File: src/rtl/rmfh_pkg.sv
// rmfh_pkg: status codes and control state type for the recursive mutex unit
// no dependencies; imported by the top level and the port checker
package rmfh_pkg;

  typedef logic [2:0] status_t;

  localparam status_t ST_ACQUIRED   = 3'd0;
  localparam status_t ST_RECURSED   = 3'd1;
  localparam status_t ST_QUEUED     = 3'd2;
  localparam status_t ST_FULL       = 3'd3;
  localparam status_t ST_SATURATED  = 3'd4;
  localparam status_t ST_NOT_OWNER  = 3'd5;
  localparam status_t ST_STILL_HELD = 3'd6;
  localparam status_t ST_RELEASED   = 3'd7;

  localparam logic CMD_LOCK   = 1'b0;
  localparam logic CMD_UNLOCK = 1'b1;

  typedef enum logic [1:0] {
    S_IDLE = 2'b01,
    S_EXEC = 2'b10
  } state_t;

endpackage

File: src/rtl/recursive_mutex_fifo_handoff_top.sv
// recursive_mutex_fifo_handoff_top: recursive mutex with fifo wait queue and handoff
// depends on rmfh_pkg; waiter queue held in an internal synchronous memory
//
//   channel | ports                                  | handshake
//   --------+----------------------------------------+-------------------------------
//   input   | in_command, in_task_id                 | start high, busy low at edge
//   result  | out_status, out_woken_valid,           | out_valid high for one cycle
//           | out_woken_task, out_depth_after        |
//
// a transaction passes the idle and exec states: on accept the command, task id
// and the queue head read from the waiter memory are registered; in exec the unit
// decides, updates the lock registers, writes the tail entry on a queued lock and
// registers the result. out_valid is high in the cycle after exec; busy is low and
// a new transaction can start. rst_n is synchronous; no stall on the result channel.
module recursive_mutex_fifo_handoff_top #(
  parameter int QUEUE_DEPTH = 16,
  parameter int MAX_DEPTH   = 255
) (
  input  logic                 clk,
  input  logic                 rst_n,
  input  logic                 start,
  output logic                 busy,
  input  logic                 in_command,
  input  logic [7:0]           in_task_id,
  output logic                 out_valid,
  output rmfh_pkg::status_t    out_status,
  output logic                 out_woken_valid,
  output logic [7:0]           out_woken_task,
  output logic [7:0]           out_depth_after
);
  import rmfh_pkg::*;

  localparam int PTR_W = (QUEUE_DEPTH > 1) ? $clog2(QUEUE_DEPTH) : 1;
  localparam int CNT_W = $clog2(QUEUE_DEPTH + 1);
  localparam logic [PTR_W-1:0] PTR_LAST = PTR_W'(QUEUE_DEPTH - 1);
  localparam logic [CNT_W-1:0] CNT_FULL = CNT_W'(QUEUE_DEPTH);
  localparam logic [7:0]       DEPTH_MAX = 8'(MAX_DEPTH);

  logic [7:0] waiter_mem [QUEUE_DEPTH];

  state_t           state_r, state_nxt;
  logic             held_r, held_nxt;
  logic [7:0]       owner_r, owner_nxt;
  logic [7:0]       depth_r, depth_nxt;
  logic [PTR_W-1:0] head_r, head_nxt;
  logic [PTR_W-1:0] tail_r, tail_nxt;
  logic [CNT_W-1:0] count_r, count_nxt;

  logic             cmd_r;
  logic [7:0]       task_r;
  logic [7:0]       head_data_r;

  logic             out_valid_r;
  status_t          status_r, status_nxt;
  logic             woken_valid_r, woken_valid_nxt;
  logic [7:0]       woken_task_r, woken_task_nxt;
  logic [7:0]       depth_out_r;

  logic             accept;
  logic             is_owner;
  logic             wr_en;

  assign accept   = start && (state_r == S_IDLE);
  assign is_owner = held_r && (owner_r == task_r);

  always_comb begin
    state_nxt       = state_r;
    held_nxt        = held_r;
    owner_nxt       = owner_r;
    depth_nxt       = depth_r;
    head_nxt        = head_r;
    tail_nxt        = tail_r;
    count_nxt       = count_r;
    status_nxt      = ST_NOT_OWNER;
    woken_valid_nxt = 1'b0;
    woken_task_nxt  = 8'd0;
    wr_en           = 1'b0;
    case (state_r)
      S_IDLE: begin
        if (start) begin
          state_nxt = S_EXEC;
        end
      end
      S_EXEC: begin
        state_nxt = S_IDLE;
        if (cmd_r == CMD_LOCK) begin
          if (is_owner) begin
            if (depth_r >= DEPTH_MAX) begin
              status_nxt = ST_SATURATED;
            end else begin
              depth_nxt  = depth_r + 8'd1;
              status_nxt = ST_RECURSED;
            end
          end else if (!held_r) begin
            held_nxt   = 1'b1;
            owner_nxt  = task_r;
            depth_nxt  = 8'd1;
            status_nxt = ST_ACQUIRED;
          end else if (count_r >= CNT_FULL) begin
            status_nxt = ST_FULL;
          end else begin
            wr_en      = 1'b1;
            tail_nxt   = (tail_r == PTR_LAST) ? '0 : tail_r + 1'b1;
            count_nxt  = count_r + 1'b1;
            status_nxt = ST_QUEUED;
          end
        end else if (is_owner) begin
          depth_nxt = depth_r - 8'd1;
          if (depth_r > 8'd1) begin
            status_nxt = ST_STILL_HELD;
          end else if (count_r != '0) begin
            head_nxt        = (head_r == PTR_LAST) ? '0 : head_r + 1'b1;
            count_nxt       = count_r - 1'b1;
            owner_nxt       = head_data_r;
            depth_nxt       = 8'd1;
            woken_valid_nxt = 1'b1;
            woken_task_nxt  = head_data_r;
            status_nxt      = ST_RELEASED;
          end else begin
            held_nxt   = 1'b0;
            owner_nxt  = 8'd0;
            depth_nxt  = 8'd0;
            status_nxt = ST_RELEASED;
          end
        end
      end
      default: begin
        state_nxt = S_IDLE;
      end
    endcase
  end

  always_ff @(posedge clk) begin
    if (!rst_n) begin
      state_r     <= S_IDLE;
      held_r      <= 1'b0;
      owner_r     <= 8'd0;
      depth_r     <= 8'd0;
      head_r      <= '0;
      tail_r      <= '0;
      count_r     <= '0;
      out_valid_r <= 1'b0;
    end else begin
      state_r     <= state_nxt;
      held_r      <= held_nxt;
      owner_r     <= owner_nxt;
      depth_r     <= depth_nxt;
      head_r      <= head_nxt;
      tail_r      <= tail_nxt;
      count_r     <= count_nxt;
      out_valid_r <= (state_r == S_EXEC);
    end
  end

  // transaction capture and result payload
  always_ff @(posedge clk) begin
    if (accept) begin
      cmd_r  <= in_command;
      task_r <= in_task_id;
    end
    if (state_r == S_EXEC) begin
      status_r      <= status_nxt;
      woken_valid_r <= woken_valid_nxt;
      woken_task_r  <= woken_task_nxt;
      depth_out_r   <= depth_nxt;
    end
  end

  // waiter memory: head read on accept, tail write on a queued lock
  always_ff @(posedge clk) begin
    if (accept) begin
      head_data_r <= waiter_mem[head_r];
    end
    if (wr_en) begin
      waiter_mem[tail_r] <= task_r;
    end
  end

  assign busy            = (state_r == S_EXEC);
  assign out_valid       = out_valid_r;
  assign out_status      = status_r;
  assign out_woken_valid = woken_valid_r;
  assign out_woken_task  = woken_task_r;
  assign out_depth_after = depth_out_r;

endmodule

File: config.mk
export PLATFORM = sky130hd
export DESIGN_NAME = recursive_mutex_fifo_handoff_top
export DESIGN_NICKNAME = d
export VERILOG_FILES = /design/src/rtl/rmfh_pkg.sv /design/src/rtl/recursive_mutex_fifo_handoff_top.sv
export SDC_FILE = /design/constraint.sdc
export NUM_CORES = 1
export LEC_CHECK = 0
export BUFFER_PORTS_ARGS = -buffer_cell sky130_fd_sc_hd__buf_2
export CAP_MARGIN = 40
export CORE_AREA = 2 2 154 156
export CTS_BUF_LIST = sky130_fd_sc_hd__clkbuf_8
export DETAILED_ROUTE_END_ITERATION = 8
export DIE_AREA = 0 0 156 158
export GPL_TIMING_DRIVEN = 0
export REMOVE_ABC_BUFFERS = 1
export SYNTH_ARGS = -nofsm -noshare
export SYNTH_HDL_FRONTEND = slang
export SYNTH_SLANG_ARGS = --single-unit
File: constraint.sdc
create_clock -name clk -period 8.8 [get_ports clk]
set_clock_uncertainty 0.2 [all_clocks]
set_input_delay 0.88 -clock clk [delete_from_list [all_inputs] [get_ports clk]]
set_output_delay 0.88 -clock clk [all_outputs]
set_load 0.01 [all_outputs]
# Word-level counts from Yosys, hierarchy flattened
# Memories as Yosys holds them, arrays and structs flattened. A register that Yosys moved wholly into a read port is not among the register bits.
# Index checks and enable logic that the tools add are counted.
# word_totals
reg_bits	62
word_cells	94
mem_count	1
inputBits	12
ram_bits	128
# memory_table
memory	words	width	read_ports	rd_ports_with_merged_regs	wr	line_no	rtl
waiter_mem	16	8	1	1	1	recursive_mutex_fifo_handoff_top.sv:39	logic [7:0] waiter_mem [QUEUE_DEPTH];
# op_classes
n_reduce_logical	11
order_cmp	3
n_mux	43
add_sub_neg	6
eq_ne	12
bitwise	4
# op_table
operator	n
8-bit two-way mux	13
5-bit two-way mux	7
5-bit AND reduction	4
1-bit two-way mux	16
3-bit two-way mux	3
4-bit by 1-bit adder with 4-bit output (second input constant)	2
8-bit by 1-bit adder with 8-bit output (second input constant)	1
4-bit == test (second input constant)	2
8-bit == test	1
8-bit greater-or-equal comparator (second input constant)	1
8-bit by 1-bit > comparator with 1-bit output (second input constant)	1
4-bit two-way mux	2
2-bit inequality test (second input constant)	4
8-bit by 1-bit subtractor with 8-bit output (second input constant)	1
7-bit AND reduction	1
2-bit by 1-bit inequality test with 1-bit output (second input constant)	3
5-bit by 1-bit adder with 5-bit output (second input constant)	1
5-bit greater-or-equal comparator (second input constant)	1
5-bit nonzero test	1
5-bit by 1-bit subtractor with 5-bit output (second input constant)	1
2-bit two-way mux	2
1-bit inverter	4
3-bit OR reduction	1
2-bit by 1-bit == test with 1-bit output (second input constant)	1
4 further kinds	5

# Depth between registers and ports, before layout
# Gate-level depths: netlist (run 1).
# logic_depth
depth_word	8
mapped_depth	11
ltp_nobuf	10

# Worst setup path after synthesis (run 1)
# OpenSTA, ideal clock, no wires.
# synth_path
kind	reg2reg
from	register task_r[5]
to	register owner_r[4]
slack_ns	5.678
setup_ns	0.091
t_arrival_ns	2.831
path_buffers	1
synth_period_minus_slack_ns	3.122
stages_incl_launch_ff	12
path_cell_list	edfxtp_1 > xor2_1 > nor4_2 > nand3_4 > inv_1 > ha_1 > nor2_1 > nand2_1 > a31oi_4 > buf_2 > nor2_1 > a311oi_1
# synth_between
elab_chain_len	4
word_cells_on_any_way	6
classes_between	eq/ne: 4; reduce/logical: 2
# synth_lines
element	line_no	rtl
start, declared	recursive_mutex_fifo_handoff_top.sv:50	logic [7:0] task_r;
start signal, assigned	recursive_mutex_fifo_handoff_top.sv:159	task_r <= in_task_id;
8-bit == test *	recursive_mutex_fifo_handoff_top.sv:64	assign is_owner = held_r && (owner_r == task_r);
1-bit logical AND *	recursive_mutex_fifo_handoff_top.sv:64	
2-bit inequality test (no line) / 2-bit by 1-bit inequality test with 1-bit output (equally long branches)	n/a	
5-bit AND reduction (no line) *	n/a	
end signal, assigned	recursive_mutex_fifo_handoff_top.sv:146	owner_r <= owner_nxt;
end, declared	recursive_mutex_fifo_handoff_top.sv:43	logic [7:0] owner_r, owner_nxt;
# Every way passes the cells marked *; elsewhere a longest branch is shown, timed or not.
# A chain may end at the register's enable or synchronous reset.

# Worst setup path after layout (run 1)
# layout_path
from	register task_r[3]
to	memory waiter_mem[3][7], enable pin
# layout_between
elab_chain_len	7
# layout_lines
element	line_no	rtl
8-bit == test	recursive_mutex_fifo_handoff_top.sv:64	
1-bit logical AND	recursive_mutex_fifo_handoff_top.sv:64	
1-bit two-way mux	recursive_mutex_fifo_handoff_top.sv:87	if (is_owner) begin
1-bit two-way mux	recursive_mutex_fifo_handoff_top.sv:86	if (cmd_r == CMD_LOCK) begin
1-bit two-way mux	recursive_mutex_fifo_handoff_top.sv:78	case (state_r)
1-bit two-way mux	recursive_mutex_fifo_handoff_top.sv:174	if (wr_en) begin
1-bit two-way mux (implied by the code)	recursive_mutex_fifo_handoff_top.sv:175	waiter_mem[tail_r] <= task_r;
end, declared	recursive_mutex_fifo_handoff_top.sv:39	
# No other way between the ends.

==> results.md, run 1 <==
- Overall Global Routing Usage: 0.148
- Critical path arrival: 3650 ps
- Starting Density: 0.361
- Top FF cell, synth: edfxtp_1
- Cell Area, Placed: 8900 um2
- Period utilisation layout: 0.417
- Number of max-cap violations: 0
- CTS tree: built
- Worst IR Drop VDD: 0.112 mV
- FF-to-FF path depth: 7
- DR iter-0 viols: 454
- Worst-margin pin slew: 942 ps
- Number of port buffers: 33
- Die span in x: 156 um
- Pin count of the biggest net entering global routing: 31
- Vias per Instance: 5.44
- Root Driver: clkbuf_8
- Leakage power: 2.98 nW
- CP startpoint kind: flip-flop
- Resized cells post-CTS: 0
- HP Class: flip-flop to flip-flop
- Total CTS buffers: 17
- Max-slew violations: 0
- Synth top area share: 0.595
- N_diodes: 0
- Global-route wire length before repair: 27.3 mm
- Post-DP HPWL: 11.8 mm
- Core Area: 23100 um2
- Kind of critical path: flip-flop to flip-flop
- Ys async rst share: 0
- Distinct cells, synth: 58
- Drt drc: 0
- DP Worst Slack: 5140 ps
- Final worst slack: 5130 ps
- Fin nets: 597
- Power Total: 0.00170 W
- CP Max Fanout: 18
- Post-synth top cells: edfxtp_1 (165), nor2_1 (45), mux4_2 (40)
- Critical path data required time: 8780 ps
- GR Overflow Total: 0
- Area leader, netlist: edfxtp_1
- Setup Buffers After CTS: 0
- Final Wtd Congestion: 0.821
- Cells after Synth: 538
- Drt first pass iters: 5
- #FFs+latches synth: 198
- Final core utilization: 0.406
- H-tree depth: 4
- Initial antenna violation count: 0
- I/O Pins: 34
- Final Critical Period: 3670 ps
- Total number of vias: 4762
- Antenna Nets Post-Route: 0
- Drt wl/cell: 20.2 um
- Worst-path clk slew: 110 ps
- Status: finished clean
- Setup violators final: 0
- Chip height: 158 um
- Max clock buf depth: 2
- Synth Cell Area: 8330 um2
- Hold depth: 2
- Setup TNS: 0 ps
- Sequential share of the synthesized area: 0.674
- Critical Path End Type: flip-flop
- Count leader, synth: edfxtp_1
- Clock tree sinks: 198
- Synth area leaders: edfxtp_1 (59%), mux4_2 (11%), dfxtp_1 (7.9%), nor2_1 (2.0%), ha_1 (1.8%)
- Synth warn: 0
- Rows: 56
- Worst skew pair latency: 490 ps
- Post-route cell area: 9360 um2
- Layout cells sized above 1: 0.217
- Fmax: 0.273 GHz
- PD cells: 182 nW/um2
- Vias in the first global route: 4710
- Die ar.: 24600 um2
- Synthesis-to-finish area growth: 12.4%
- Worst slew margin: 0.372
- Syn Area/Cell: 15.5 um2
- Final Hold Viols: 0
- Post-synth EDFFs: 165
- Hold-fix buffer count after cts: 0
- Drt total wl: 17.7 mm
- Unrepaired setup endpoints after global routing: false
==> power by group <==
| group | internal (W) | switching (W) |
|---|---|---|
| Clock | 0.000234 | 0.000396 |
| Sequential | 0.00102 | 0.0000179 |
| Combinational | 0.0000137 | 0.0000214 |
| Total | 0.00127 | 0.000435 |
==> cell type report <==
| type | count | area [um2] |
|---|---|---|
| clock buffers | 17 | 234 |
| repair buffers | 45 | 325 |
| multi-input cells | 295 | 2540 |
| clock inverters | 15 | 228 |
| fillers | 2043 | 13700 |
| well taps | 290 | 363 |
| flip-flops and latches | 198 | 5620 |
| inverters | 15 | 56.3 |
==> placed cells by master (no fill, tap or decap), types with 15 or more instances in the layout <==
cell / instances
edfxtp_1: 165
nor2_1: 44
mux4_2: 40
buf_2: 37
dfxtp_1: 31
nand2_1: 26
nand3_1: 21
clkbuf_8: 17
nor3_1: 15
==> state kept, by name, summed over array words and instances, names as in the netlist <==
register         cells
out_woken_task       8
out_depth_after      8
cmd_r                1
state_r              2
out_valid            1
head_r               4
owner_r              8
tail_r               4
count_r              5
held_r               1
task_r               8
out_woken_valid      1
depth_r              8
head_data_r          8
waiter_mem         128
out_status           3
==> worst paths after layout <==
kind,from,to,slack [ps]
setup / recovery,task_r[3],waiter_mem[3][7],5130
hold / removal,count_r[3],count_r[3],310
setup reg to reg,task_r[3],waiter_mem[3][7],5130
hold reg to reg,count_r[3],count_r[3],310
==> layer usage <==
metal,share of wire,global-route usage
met5,0,0
met4,0.013,0.0415
met3,0.061,0.0397
met2,0.50,0.247
met1,0.43,0.192
==> through the flow <==
| stage | hold WS [ps] | instances |
|---|---|---|
| after floorplan | 253 | 508 |
| after global placement | 271 | 831 |
| after detailed placement | 285 | 843 |
| after CTS | 303 | 875 |
| after global routing | 330 | 875 |
| final | 305 | 875 |
==> worst max-delay path, stage by stage, from the launching register on <==
cell,delay (ps)
edfxtp_1,890
xor2_1,240
nor4_2,70
buf_4,170
a211oi_2,620
nand2_1,330
nor3_1,540
buf_2,310
==> cell families after synthesis <==
| logic type | synth area share |
|---|---|
| buffers and inverters | 0.0216 |
| DFF | 0.674 |
| and+or+nand+nor | 0.0918 |
| muxes | 0.114 |
| AOI/OAI and AO/OA | 0.0622 |
| adders and majority gates | 0.0204 |
| xor gates and xnor gates | 0.0158 |
Power figures use the tool's default switching activity.
==> run 2: changes to the inputs <==
clock period = 3.8 ns   (was 8.8 ns; I/O delays follow)
==> results.md, run 2 (same netlist as run 1, synthesis figures left out) <==
- Status: finished clean (unchanged)
- Leakage power: 3.09 nW (was 2.98 nW)
- FF-to-FF setup slack: 240 ps (was 5130 ps)
- Clock share of power: 0.368 (was 0.370)
- Commonest non-fill, non-tap cell in the layout: edfxtp_1 (unchanged)
- Drt drc: 0 (unchanged)
- Chip height: 158 um (unchanged)
- Worst slew margin: 0.396 (was 0.372)
- Pin count of the biggest net entering global routing: 31 (unchanged)
- Max-slew violations: 0 (unchanged)
- Hold depth: 3 (was 2)
- Antenna Nets Post-Route: 0 (unchanged)
- Final Wtd Congestion: 0.821 (unchanged)
- Unrepaired setup endpoints after global routing: false (unchanged)
- Final Hold Viols: 0 (unchanged)
- Critical path data required time: 3970 ps (was 8780 ps)
- Number of max-cap violations: 0 (unchanged)
- Drt wl/cell: 19.9 um (was 20.2 um)
- Layout cells sized above 1: 0.230 (was 0.217)
- Number of port buffers: 33 (unchanged)
- DR iter-0 viols: 399 (was 454)
- Kind of critical path: flip-flop to flip-flop (unchanged)
- CP startpoint kind: flip-flop (unchanged)
- Fin nets: 620 (was 597)
- I/O Pins: 34 (unchanged)
- Worst IR Drop VDD: 0.259 mV (was 0.112 mV)
- Max reg flops: 128 (unchanged)
- Period utilisation layout: 0.936 (was 0.417)
- Max clock buf depth: 2 (unchanged)
- Sw power: 0.00101 W (was 0.000435 W)
- Worst setup path start: task_r[5] (was task_r[3])
- Cells after DPL: 843 (unchanged)
- Total number of vias: 4842 (was 4762)
- Core Area: 23100 um2 (unchanged)
- Most frequent cells in the layout: edfxtp_1 (165), nor2_1 (44), mux4_2 (40) (unchanged)
- Top reg by flops: waiter_mem (unchanged)
- Drt total wl: 17.9 mm (was 17.7 mm)
- Crit path max-delay family: simple AND/OR/NAND/NOR gates (unchanged)
- CP peak stage delay: 830 ps (was 890 ps)
- Final Critical Period: 3560 ps (was 3670 ps)
- Worst skew pair latency: 490 ps (about the same)
- Overall Global Routing Usage: 0.149 (was 0.148)
- P_int: 0.00296 W (was 0.00127 W)
- Root Driver: clkbuf_8 (unchanged)
- RR Startpoint: task_r[5] (was task_r[3])
- HP Class: input pin to flip-flop (was flip-flop to flip-flop)
- Post-DP HPWL: 11.8 mm (unchanged)
- Stages on worst setup path: 11 (was 7)
- CP Cell Sequence: xor2_1 > nor4_2 > buf_4 > nand3_4 > inv_1 > ha_1 > nor2_1 > nand2_1 > a31oi_4 > nor2_1 > a311oi_1 (was xor2_1 > nor4_2 > buf_4 > a211oi_2 > nand2_1 > nor3_1 > buf_2)
- Worst-path clk slew: 110 ps (about the same)
- Starting Density: 0.361 (unchanged)
- Worst-margin pin slew: 903 ps (was 942 ps)
- FF-to-FF path depth: 11 (was 7)
- Vias per Instance: 5.39 (was 5.44)
- Synthesis-to-finish area growth: 14.8% (was 12.4%)
- Total CTS buffers: 17 (unchanged)
- Vias in the first global route: 4742 (was 4710)
- H-tree depth: 4 (unchanged)
- CP max-delay cell: edfxtp_1 (unchanged)
- Top cell by count, worst path: nor2_1
- CTS tree: built (unchanged)
- Setup TNS: 0 ps (unchanged)
- Sequential power share: 0.603 (was 0.610)
- Rows: 56 (unchanged)
- FILL cells: 2029 (was 2043)
- N_diodes: 0 (unchanged)
- GR Overflow Total: 0 (unchanged)
- Initial antenna violation count: 0 (unchanged)
- Fmax: 0.281 GHz (was 0.273 GHz)
- Die span in x: 156 um (unchanged)
- Critical path arrival: 3720 ps (was 3650 ps)
- Logic gate share of total power: 0.030 (was 0.021)
- CP Buf/Inv Count: 2 (unchanged)
- Non-Filler Instances: 898 (was 875)
- Drt first pass iters: 4 (was 5)
- Critical Path End Type: flip-flop (unchanged)
- PD cells: 415 nW/um2 (was 182 nW/um2)
- Setup violators final: 0 (unchanged)
- Global-route wire length before repair: 27.5 mm (was 27.3 mm)
- Hold path start: rst_n (was count_r[3])
- Sw frac: 0.255 (about the same)
- Final worst slack: 243 ps (was 5130 ps)
- DP Worst Slack: 143 ps (was 5140 ps)
- Die ar.: 24600 um2 (unchanged)
- Clock tree sinks: 198 (unchanged)
- CP Max Fanout: 18 (unchanged)
-- run 2: area by class of cell --
class / instances / area, um2 / share of cell area
clock buffer: 17 / 234 / 0.0245
clock inverter: 15 / 228 / 0.0238
inverter: 15 / 56.3 / 0.00589
multi-input combinational: 295 / 2540 / 0.266
sequential: 198 / 5620 / 0.587
tap: 290 / 363 / 0.0379
timing repair buffer: 68 / 523 / 0.0547
-- run 2: timing repair --
action                                 in CTS  in global routing
gates resized for setup                     0                  1
hold buffers                               10                  0
setup endpoints to repair                   0                 34
endpoints found under the hold margin      11                  0
buffers inserted                            0                 12
-- run 2: metal layers --
metal	part of all wire	vias to the layer above	track usage
met5	0	-	0
met4	0.0092	0	0.0415
met3	0.063	12	0.0397
met2	0.50	175	0.249
met1	0.43	2428	0.193
li1	-	2227	-
-- run 2: per-stage QoR --
| stage | util | area [um2] | hold slack, ps | power (W) |
|---|---|---|---|---|
| 4_1_cts | 0.410 | 9460 | 11.5 | 0.00399 |
| 3_5_place_dp | 0.386 | 8900 | 285 | 0.00254 |
| 6_report | 0.415 | 9570 | 31.9 | 0.00397 |
| 2_1_floorplan | - | 8210 | 253 | 0.00248 |
| 5_1_grt | 0.415 | 9570 | 20.0 | 0.00409 |
| 3_3_place_gp | 0.379 | 8730 | 271 | 0.00252 |
-- run 2: final timing paths --
kind                                   end
worst max-delay path            owner_r[6]
worst min-delay path            count_r[3]
worst max register to register  owner_r[6]
worst min register to register  count_r[3]
-- run 2: worst min-delay path, cell delays in order --
cell and delay, ps:
buf_2 150, nand2_1 70, o21ai_0 60
-- run 2: power by group through the flow --
stage | logic [W] | clock network [W] | registers, W
after global routing | 0.000129 | 0.00157 | 0.00239
after floorplan | 0.0000395 | 0 | 0.00244
final | 0.000118 | 0.00146 | 0.00239
after global placement | 0.0000631 | 0 | 0.00246
after CTS | 0.0000897 | 0.00149 | 0.00241
after detailed placement | 0.0000817 | 0 | 0.00246
==> run 3: changes to the inputs <==
CORE_AREA = 2 2 127 129   (was 2 2 154 156)
DIE_AREA = 0 0 129 131   (was 0 0 156 158)
PLACE_DENSITY = 0.71   (was unset)
clock period = 3.84 ns   (was 3.8 ns; I/O delays follow)
==> results.md, run 3 (same netlist as run 1, synthesis figures left out) <==
- Total CTS buffers: 17 (unchanged)
- GR peak layer: met2 (unchanged)
- Global-route wire length before repair: 26.2 mm (was 27.5 mm)
- Critical path data required time: 3840 ps (was 3970 ps)
- Starting Density: 0.534 (was 0.361)
- Reg-to-Reg End: waiter_mem[3][7] (was owner_r[6])
- Die ar.: 16900 um2 (was 24600 um2)
- GR Overflow Total: 0 (unchanged)
- Worst skew pair latency: 490 ps (about the same)
- Max reg flops: 128 (unchanged)
- Kind of critical path: flip-flop to flip-flop (unchanged)
- Unrepaired setup endpoints after global routing: false (unchanged)
- Sw power: 0.000890 W (was 0.00101 W)
- Clock share of power: 0.353 (was 0.368)
- Antenna Nets Post-Route: 0 (unchanged)
- Most frequent cells in the layout: edfxtp_1 (165), nor2_1 (44), mux4_2 (40) (unchanged)
- Drt wl/cell: 20.7 um (was 19.9 um)
- RR Startpoint: cmd_r (was task_r[5])
- FF-to-FF path depth: 6 (was 11)
- Critical Path End Type: flip-flop (unchanged)
- Post-DP HPWL: 11.1 mm (was 11.8 mm)
- Final worst slack: 350 ps (was 243 ps)
- Rows: 46 (was 56)
- Total number of vias: 4910 (was 4842)
- H-tree depth: 4 (unchanged)
- Worst-path clk slew: 100 ps (was 110 ps)
- HP Class: input pin to flip-flop (unchanged)
- CP Max Fanout: 19 (was 18)
- Logic gate share of total power: 0.027 (was 0.030)
- Final Hold Viols: 0 (unchanged)
- CTS tree: built (unchanged)
- Critical path arrival: 3490 ps (was 3720 ps)
- Commonest non-fill, non-tap cell in the layout: edfxtp_1 (unchanged)
- Pin count of the biggest net entering global routing: 34 (was 31)
- Root Driver: clkbuf_8 (unchanged)
- Crit path max-delay family: simple AND/OR/NAND/NOR gates (unchanged)
- CP Buf/Inv Count: 2 (unchanged)
- Fmax: 0.287 GHz (was 0.281 GHz)
- Layout cells sized above 1: 0.221 (was 0.230)
- Initial antenna violation count: 0 (unchanged)
- CP startpoint kind: flip-flop (unchanged)
- Top reg by flops: waiter_mem (unchanged)
- Hold path start: rst_n (unchanged)
- Final core utilization: 0.602 (was 0.415)
- Number of max-cap violations: 0 (unchanged)
- Period utilisation layout: 0.909 (was 0.936)
- Chip height: 131 um (was 158 um)
- Overall Global Routing Usage: 0.214 (was 0.149)
- Drt first pass iters: 8 (was 4)
- Worst Hold End: depth_r[5] (was count_r[3])
- Drt drc: 0 (unchanged)
- Worst IR Drop VDD: 0.235 mV (was 0.259 mV)
- PD cells: 407 nW/um2 (was 415 nW/um2)
- FF-to-FF setup slack: 350 ps (was 240 ps)
- Worst-margin pin slew: 843 ps (was 903 ps)
- Hold depth: 2 (was 3)
- Vias in the first global route: 4814 (was 4742)
- Synthesis-to-finish area growth: 12.7% (was 14.8%)
- N_diodes: 0 (unchanged)
- CP Cell Sequence: buf_8 > nand4bb_1 > a211oi_4 > nand2_1 > nor3_1 > buf_4 (was xor2_1 > nor4_2 > buf_4 > nand3_4 > inv_1 > ha_1 > nor2_1 > nand2_1 > a31oi_4 > nor2_1 > a311oi_1)
- GR Layer Usage met3: 0.0497 (was 0.0397)
- Worst slew margin: 0.436 (was 0.396)
- Drt total wl: 16.9 mm (was 17.9 mm)
- I/O Pins: 34 (unchanged)
- DP Worst Slack: 60.1 ps (was 143 ps)
- Max-slew violations: 0 (unchanged)
- Final hold slack: 14.1 ps (was 31.9 ps)
- Final Critical Period: 3490 ps (was 3560 ps)
- Max clock buf depth: 2 (unchanged)
- CP peak stage delay: 610 ps (was 830 ps)
- Core Area: 15600 um2 (was 23100 um2)
- Sequential power share: 0.620 (was 0.603)
- CP max-delay cell: nor3_1 (was edfxtp_1)
- P_int: 0.00294 W (was 0.00296 W)
- Die span in x: 129 um (was 156 um)
- GRT met1 Usage: 0.287 (was 0.193)
- Number of port buffers: 33 (unchanged)
- Status: finished clean (unchanged)
- DR iter-0 viols: 548 (was 399)
- Setup violators final: 0 (unchanged)
- Met2 Resource Use GR: 0.351 (was 0.249)
- Leakage power: 3.04 nW (was 3.09 nW)
- Clock tree sinks: 198 (unchanged)
- Vias per Instance: 6.00 (was 5.39)
- Final Wtd Congestion: 0.849 (was 0.821)
- Fin nets: 614 (was 620)
- Sw frac: 0.233 (was 0.255)
-- run 3: cell types whose count changed in the layout (fill, tap and decap cells not counted), sizes merged --
| cell | change |
|---|---|
| clkinv | -2 |
| clkinvlp | +1 |
| buf | -6 |
| bufinv | +1 |
-- run 3: how the worst max path moves through the flow --
stage | slack (ps) | to | depth (start not counted) | from
final | 350 | waiter_mem[3][7] | 6 | cmd_r
after global routing | 60 | owner_r[2] | 10 | task_r[3]
after CTS | 50 | owner_r[4] | 10 | task_r[5]
after detailed placement | 60 | owner_r[4] | 10 | task_r[5]
after global placement | -160 | waiter_mem[3][0] | 4 | cmd_r
after floorplan | 740 | head_data_r[0] | 2 | head_r[0]
-- run 3: layer usage --
layer / up-vias / share of wire / wire length, um
li1: 2208 / - / -
met1: 2470 / 0.42 / 7050
met2: 195 / 0.49 / 8330
met3: 37 / 0.069 / 1160
met4: 0 / 0.023 / 393
met5: - / 0 / 0
-- run 3: power by group through the flow --
| stage | Clock, W | Combinational, W | Sequential, W |
|---|---|---|---|
| final | 0.00135 | 0.000103 | 0.00237 |
| after detailed placement | 0 | 0.0000740 | 0.00243 |
| after global placement | 0 | 0.0000612 | 0.00243 |
| after global routing | 0.00145 | 0.000113 | 0.00238 |
| after CTS | 0.00137 | 0.0000823 | 0.00238 |
| after floorplan | 0 | 0.0000391 | 0.00241 |
-- run 3: through the flow --
step                      std cells  area, um2  total power, W  setup TNS, ps
after CTS                       810       9300         0.00383              0
after floorplan                 508       8210         0.00245              0
after global placement          757       8640         0.00249          -4450
after global routing            818       9390         0.00394              0
final                           818       9390         0.00383              0
after detailed placement        768       8780         0.00251              0
-- run 3: repair_timing --
action	in CTS	in global routing
setup buffers	0	7
gates resized for setup	0	3
hold endpoints to repair	11	0
endpoints found under the setup margin	0	16
hold buffers	10	0
-- run 3: cell type report --
type | count | area, um2
Fill cell | 1192 | 6210
Sequential cell | 198 | 5620
Multi-Input combinational cell | 295 | 2550
Timing Repair Buffer | 62 | 478
Tap cell | 216 | 270
Clock buffer | 17 | 234
Clock inverter | 15 | 180
Inverter | 15 | 56.3
